$ cat src/rtl/content_store_replacement_unit_defines.svh
// ----------------------------------------------------------------------------
// Content store replacement unit: assertion macros
// Shared concurrent assertion macros, sampled on clk and disabled in reset.
// ----------------------------------------------------------------------------
`ifndef CONTENT_STORE_REPLACEMENT_UNIT_DEFINES_SVH
`define CONTENT_STORE_REPLACEMENT_UNIT_DEFINES_SVH

`ifndef SYNTHESIS
// Property must hold at every clock edge outside reset.
`define CSRU_ASSERT(lbl, prop, msg) \
    lbl: assert property (@(posedge clk) disable iff (!rst_n) prop) else $error(msg);
// Expression must never be true outside reset.
`define CSRU_ASSERT_NEVER(lbl, expr, msg) \
    `CSRU_ASSERT(lbl, !(expr), msg)
`else
`define CSRU_ASSERT(lbl, prop, msg)
`define CSRU_ASSERT_NEVER(lbl, expr, msg)
`endif

`endif

$ cat src/rtl/csru_pkg.sv
// ----------------------------------------------------------------------------
// Content store replacement unit: package
// Types, constants and command structures shared by the unit's modules.
// ----------------------------------------------------------------------------
package csru_pkg;

    localparam int ENTRIES     = 64;
    localparam int SIZE_BITS   = 16;
    localparam int KEY_W       = 32;
    localparam int TIME_W      = 32;
    localparam int USE_W       = 16;
    localparam int BYTES_W     = 22;
    localparam int COUNT_OUT_W = 7;
    localparam int IDX_W       = $clog2(ENTRIES);
    localparam int CNT_W       = $clog2(ENTRIES + 1);
    localparam int POLICY_W    = 2;
    localparam int CFG_IDX_W   = 2;
    localparam int CFG_DATA_W  = 22;

    localparam logic [USE_W-1:0] USE_MAX = '1;

    localparam logic [CFG_IDX_W-1:0] REG_POLICY   = 2'd0;
    localparam logic [CFG_IDX_W-1:0] REG_CAPACITY = 2'd1;

    typedef enum logic [POLICY_W-1:0] {
        POL_FIFO   = 2'd0,
        POL_LFU    = 2'd1,
        POL_NEWEST = 2'd2,
        POL_TTL    = 2'd3
    } policy_t;

    typedef enum logic [1:0] {
        PASS_TTL   = 2'd0,
        PASS_MATCH = 2'd1,
        PASS_MIN   = 2'd2,
        PASS_DROP  = 2'd3
    } pass_mode_t;

    typedef enum logic [1:0] {
        POS_FIRST = 2'd0,
        POS_LAST  = 2'd1,
        POS_BEST  = 2'd2
    } pos_sel_t;

    typedef struct packed {
        logic [KEY_W-1:0]     name_key;
        logic [SIZE_BITS-1:0] payload_size;
        logic [TIME_W-1:0]    expiry_time;
        logic [TIME_W-1:0]    now_time;
    } item_t;

    typedef struct packed {
        logic [BYTES_W-1:0]     removed_bytes;
        logic [BYTES_W-1:0]     stored_bytes;
        logic [COUNT_OUT_W-1:0] entry_count;
        logic                   table_full;
    } result_t;

    typedef struct packed {
        logic [KEY_W-1:0]     key;
        logic [SIZE_BITS-1:0] size;
        logic [TIME_W-1:0]    expiry;
        logic [USE_W-1:0]     uses;
    } entry_t;

    typedef struct packed {
        logic       load_item;
        logic       start;
        pass_mode_t mode;
        pos_sel_t   pos_sel;
        logic       advance;
        logic       finish;
        logic       insert;
        logic       emit;
    } dp_cmd_t;

    typedef struct packed {
        logic    busy;
        logic    evict_needed;
        logic    out_busy;
        policy_t policy;
    } dp_status_t;

endpackage

$ cat src/rtl/csru_ctrl.sv
// ----------------------------------------------------------------------------
// Content store replacement unit: controller
// Sequences the scan passes, eviction loop, insert and result hand-off.
// ----------------------------------------------------------------------------
module csru_ctrl (
    input  logic                 clk,
    input  logic                 rst_n,
    input  logic                 item_valid,
    output logic                 item_ready,
    input  csru_pkg::dp_status_t status,
    output csru_pkg::dp_cmd_t    cmd
);
    import csru_pkg::*;

    typedef enum logic [7:0] {
        S_IDLE   = 8'b0000_0001,
        S_TTL    = 8'b0000_0010,
        S_MATCH  = 8'b0000_0100,
        S_CHECK  = 8'b0000_1000,
        S_MIN    = 8'b0001_0000,
        S_DROP   = 8'b0010_0000,
        S_INSERT = 8'b0100_0000,
        S_EMIT   = 8'b1000_0000
    } state_t;

    state_t state_reg;
    state_t state_next;

    assign item_ready = (state_reg == S_IDLE);

    always_comb
    begin
        state_next = state_reg;
        cmd        = '0;
        cmd.mode   = PASS_TTL;
        cmd.pos_sel = POS_FIRST;
        unique case (state_reg)
            S_IDLE:
            begin
                if (item_valid)
                begin
                    cmd.load_item = 1'b1;
                    if (status.policy == POL_TTL)
                    begin
                        cmd.start  = 1'b1;
                        cmd.mode   = PASS_TTL;
                        state_next = S_TTL;
                    end
                    else if (status.policy == POL_LFU)
                    begin
                        cmd.start  = 1'b1;
                        cmd.mode   = PASS_MATCH;
                        state_next = S_MATCH;
                    end
                    else
                    begin
                        state_next = S_CHECK;
                    end
                end
            end
            S_TTL:
            begin
                cmd.advance = status.busy;
                if (!status.busy)
                begin
                    cmd.finish = 1'b1;
                    state_next = S_INSERT;
                end
            end
            S_MATCH:
            begin
                cmd.advance = status.busy;
                if (!status.busy)
                begin
                    cmd.finish = 1'b1;
                    state_next = S_CHECK;
                end
            end
            S_CHECK:
            begin
                if (!status.evict_needed)
                begin
                    state_next = S_INSERT;
                end
                else if (status.policy == POL_LFU)
                begin
                    cmd.start  = 1'b1;
                    cmd.mode   = PASS_MIN;
                    state_next = S_MIN;
                end
                else
                begin
                    cmd.start   = 1'b1;
                    cmd.mode    = PASS_DROP;
                    cmd.pos_sel = (status.policy == POL_FIFO) ? POS_FIRST : POS_LAST;
                    state_next  = S_DROP;
                end
            end
            S_MIN:
            begin
                cmd.advance = status.busy;
                if (!status.busy)
                begin
                    cmd.finish  = 1'b1;
                    cmd.start   = 1'b1;
                    cmd.mode    = PASS_DROP;
                    cmd.pos_sel = POS_BEST;
                    state_next  = S_DROP;
                end
            end
            S_DROP:
            begin
                cmd.advance = status.busy;
                if (!status.busy)
                begin
                    cmd.finish = 1'b1;
                    state_next = S_CHECK;
                end
            end
            S_INSERT:
            begin
                cmd.insert = 1'b1;
                state_next = S_EMIT;
            end
            S_EMIT:
            begin
                if (!status.out_busy)
                begin
                    cmd.emit   = 1'b1;
                    state_next = S_IDLE;
                end
            end
            default:
            begin
                state_next = S_IDLE;
            end
        endcase
    end

    always_ff @(posedge clk or negedge rst_n)
    begin
        if (!rst_n)
        begin
            state_reg <= S_IDLE;
        end
        else
        begin
            state_reg <= state_next;
        end
    end

endmodule

$ cat config.mk
export PLATFORM = sky130hd
export DESIGN_NAME = csru_ctrl
export DESIGN_NICKNAME = d
export VERILOG_FILES = /design/src/rtl/content_store_replacement_unit_defines.svh /design/src/rtl/csru_pkg.sv /design/src/rtl/csru_ctrl.sv
export SDC_FILE = /design/constraint.sdc
export NUM_CORES = 1
export LEC_CHECK = 0
export ABC_AREA = 1
export ABC_CLOCK_PERIOD_IN_PS = 3250
export BUFFER_PORTS_ARGS = -buffer_cell sky130_fd_sc_hd__buf_2
export CORE_AREA = 2 2 39 41
export DETAILED_ROUTE_END_ITERATION = 10
export DIE_AREA = 0 0 41 43
export PLACE_DENSITY = 0.78
export RECOVER_POWER = 25
export SYNTH_ARGS = -nofsm -noshare
export SYNTH_HDL_FRONTEND = slang
export SYNTH_SLANG_ARGS = --single-unit
$ cat constraint.sdc
create_clock -name clk -period 3.25 [get_ports clk]
set_input_delay 0.325 -clock clk [delete_from_list [all_inputs] [get_ports clk]]
set_output_delay 0.325 -clock clk [all_outputs]
set_load 0.005 [all_outputs]
After elaboration in Yosys (flattened, before gate mapping)
Index checks and enable logic that the tools add are counted.
- equality and inequality tests: 15
- muxes and demuxes: 26
- reduce and logical (&&, ||, !) cells: 4
- operator list (kind ; count):
    8-bit case mux with 7 select lines ; 1
    8-bit two-way mux ; 6
    5-bit two-way mux ; 2
    2-bit inequality test, second input constant ; 5
    3-bit case mux with 3 select lines ; 1
    8-bit by 1-bit == test with 1-bit output, second input constant ; 1
    8-bit by 2-bit == test with 1-bit output, second input constant ; 1
    8-bit by 3-bit == test with 1-bit output, second input constant ; 1
    8-bit by 4-bit == test with 1-bit output, second input constant ; 1
    8-bit by 5-bit == test with 1-bit output, second input constant ; 1
    8-bit by 6-bit == test with 1-bit output, second input constant ; 1
    8-bit by 7-bit == test with 1-bit output, second input constant ; 1
    8-bit == test, second input constant ; 1
    1-bit two-way mux ; 8
    4-bit two-way mux ; 2
    7-bit two-way mux ; 1
    3-bit two-way mux ; 2
    6-bit two-way mux ; 1
    5-bit AND reduction ; 1
    2-bit case mux with 2 select lines ; 1
    4-bit OR reduction ; 1
    2-bit by 1-bit == test with 1-bit output, second input constant ; 1
    2-bit == test, second input constant ; 1
    2-bit zero test ; 1
    other kinds (2) ; 2
- register bits: 8
- input port bits: 8
- output and inout port bits: 11
- word-level logic and storage cells: 46

Logic depth before layout (Yosys ltp)
- depth in word-level cells: 5
- mapped depth: 11
- gate-level depth less buffers: 11

Worst setup path after synthesis
Ideal clock, no wire load.
- path type: reg2out
- start point: reg state_reg[0]
- end point: out cmd[8] (netlist name)
- arrival: 1.134 ns
- data required time: 2.925 ns
- setup slack: 1.791 ns
- cell stages (with the launch flop): 7
- buffers on the path: 0
- cell sequence: dfstp_2 nand2_1 nor2_1 nand2_1 nor2_1 nand2_1 nand3_1
- RTL lines (what ; line ; source):
    from (decl) ; csru_ctrl.sv:26 ; state_t state_reg;
    from (signal assigned) ; csru_ctrl.sv:148 ; state_reg <= state_next;
    to (decl) ; csru_ctrl.sv:11 ; output csru_pkg::dp_cmd_t cmd

==> reports/metrics.csv <==
metric;value;unit
outcome;finished clean;
clock power share;13.8;%
ANT cells;0;
share of cells above drive strength 1;29.3;%
P_sw;0.293;mW
R2R Path End;state_reg[1];
wire per inst;9.82;microns
startpoint types;register;
total power;0.603;mW
Worst VDD drop;0.000383;V
Iter 0 DRT Violations;16;
Starting Density;49.2;%
reg2reg path depth;9;
fmax;523;MHz
final hold slack;0.344;ns
area of the mapped netlist;681;sq um
Fillers;149;
DRT Wirelength;1.46;mm
crit path max-delay cell type;dfrtp_1;
TritonCTS clock tree;built;
pin count of the biggest net entering global routing;9;
crit path to;cmd[6];
CP max FO;5;
pre-CTS setup slack;1.63;ns
synthesized instance count;110;
Slew HR;72.1;%
reg-to-reg slack, setup;1.87;ns
Synth top area share;25.7;%
Final Max Tran Viols;0;
met3 WL;82;microns
clock skew;0.000285;ns
total CTS buffers;3;
WL met1;623;microns
latest clock arrival within the worst-skew pair;0.26;ns
max FFs per register;8;
die extent in y;43;microns
Detail Placement HPWL;1.25;mm
DR vias/cell;4.64;
CP endpoint kind;primary output;
number of synthesized register bits;8;
max layer used;met4;
Crit path arrival time;1.59;ns
fin nets;142;
CTS Buffer Depth;2;
Critical R2R Launch;state_reg[0];
Comb power frac;59.3;%
endpoints failing hold;0;
H-tree Lvls;1;
Pre-antenna DRT Iters;4;
RSZ-0062 raised after global routing;no;
Final TNS setup;0;ns
Die W;41;microns
area occupied by multi-input gates;388;sq um
register area;201;sq um
Core Box Area;1380;sq um
Req. time, crit path;2.92;ns
internal power;0.309;mW
most used cell, CP;nand2_1;
Mean Syn Cell Area;6.19;sq um
global placer's final weighted congestion;0.830;
Final Cycle Share;58.8;%
largest area contributor in the netlist;dfrtp_1;
synth top area cells;dfrtp_1, nand2_1, inv_1, nor2_1, nand3_1;
Global Route Usage Sum;21.9;%
Pleak;0.528;nW
Setup WS post-layout;1.34;ns
synth warn;0;
initial antenna violation count;0;
sequential power share;26.9;%
global route overflow;0;
CP Buf/Inv Count;4;
cell family contributing the most delay on the critical path;simple AND/OR/NAND/NOR gates;
# rows;14;
number of global-route vias before repair;694;
post-layout min period;1.91;ns
Power Density;730;nW/um^2
met2 routed WL;736;microns
final setup fails;0;
actual slew at the worst max-slew pin;0.419;ns
kind of critical path;register to primary output;
post-CTS setup buffers;0;
critical path launch point;state_reg[2];
syn_nets;118;
CTS resizes;0;
I/O Buffers;18;
peak per-stage delay on the critical path;0.43;ns
min-delay worst type;input pin to register;
via count;692;
clock tree root buffer cell;clkbuf_4;
Area Overhead vs Synth;21.3;%
clock transition at the registers of the reported paths;0.05;ns
maximum capacitance violations;0;
Boundary Pins;19;
CP Depth;10;
switch share;48.7;%
register area share after synthesis;29.6;%
Post-route DRC;0;
CTS sink cnt;8;
first-pass GRT wire length;2.66;mm
Cell variety after synth;17;
Critical Path, Cell by Cell;nor2_2 > nand2_4 > inv_2 > nand2_1 > inv_1 > nand2_1 > o21ai_1 > inv_1 > nand2_1 > buf_2;
die area;1760;sq um
Routed Antenna Nets;0;
==> what timing repair did <==
item | CTS | global route
hold endpoints to repair | 7 | 0
hold buffers | 1 | 0
endpoints found under the setup margin | 0 | 0
==> cells in the mapped netlist <==
master	count
a21oi_1	2
dfstp_2	1
o21ai_0	1
nand2_1	29
inv_1	19
nor4_1	1
nand2_4	3
nand3_2	1
inv_2	3
nand3_1	11
clkinv_4	1
nor2_1	19
dfrtp_1	7
o21ai_1	2
nor2_4	3
nor2_2	5
nand2_2	2
==> worst min path at each step <==
stage / start / endpoint / slack (ns) / depth (start not counted)
2_1_floorplan: rst_n / state_reg[1] / 0.03 / 0
5_1_grt: status[3] / state_reg[4] / 0.36 / 3
4_1_cts: status[3] / state_reg[4] / 0.34 / 3
6_report: status[3] / state_reg[4] / 0.34 / 3
3_3_place_gp: rst_n / state_reg[1] / 0.17 / 1
3_5_place_dp: rst_n / state_reg[1] / 0.18 / 1
==> cell families after synthesis <==
kind of cell,count (synthesis),synth area share (%)
AND/OR/NAND/NOR,74,53.3
buffers and inverters,23,13.4
flip-flops,8,29.6
AO/OA/AOI/OAI,5,3.68
==> metrics by stage <==
| stage | std cells | cell area [sq um] | util, % |
|---|---|---|---|
| 2_1_floorplan | 110 | 681 | - |
| 3_3_place_gp | 144 | 791 | 57.1 |
| 3_5_place_dp | 144 | 791 | 57.1 |
| 4_1_cts | 149 | 827 | 59.8 |
| 5_1_grt | 149 | 826 | 59.7 |
| 6_report | 149 | 826 | 59.7 |
==> power by group through the flow <==
stage          clock, mW  sequential, mW  combinational [mW]
3_3_place_gp           0           0.162               0.354
6_report          0.0831           0.162               0.358
4_1_cts           0.0863           0.163               0.363
5_1_grt           0.0919           0.167               0.407
2_1_floorplan          0           0.158               0.271
3_5_place_dp           0           0.164               0.360
==> placed cells by master (no fill, tap or decap), drive strengths merged <==
cell         instances
a21oi                2
buf                 17
clkbuf               5
clkinv               1
dfrtp                7
dfstp                1
dlygate4sd3          1
inv                 22
nand2               34
nand3               12
nor2                27
nor4                 1
o21ai                3
==> metal layers <==
metal | global-route usage, % | up-vias
met2 | 35.9 | 19
met1 | 25.6 | 290
met4 | 6.00 | 0
met3 | 7.85 | 5
met5 | 0 | -
li1 | - | 378
==> worst reg2reg max path: cells and delay by family (launching register included) <==
family	cells	cell delay, ns
buf+inv	1	0.03
flops	1	0.56
simple gates	8	0.68
==> area by class of cell <==
| class | instances | area share (%) |
|---|---|---|
| Multi-Input combinational cell | 79 | 47.0 |
| Tap cell | 16 | 2.42 |
| Timing Repair Buffer | 19 | 12.0 |
| Clock buffer | 4 | 3.18 |
| Inverter | 23 | 11.1 |
| Sequential cell | 8 | 24.4 |
(Power assumes the default switching activity.)
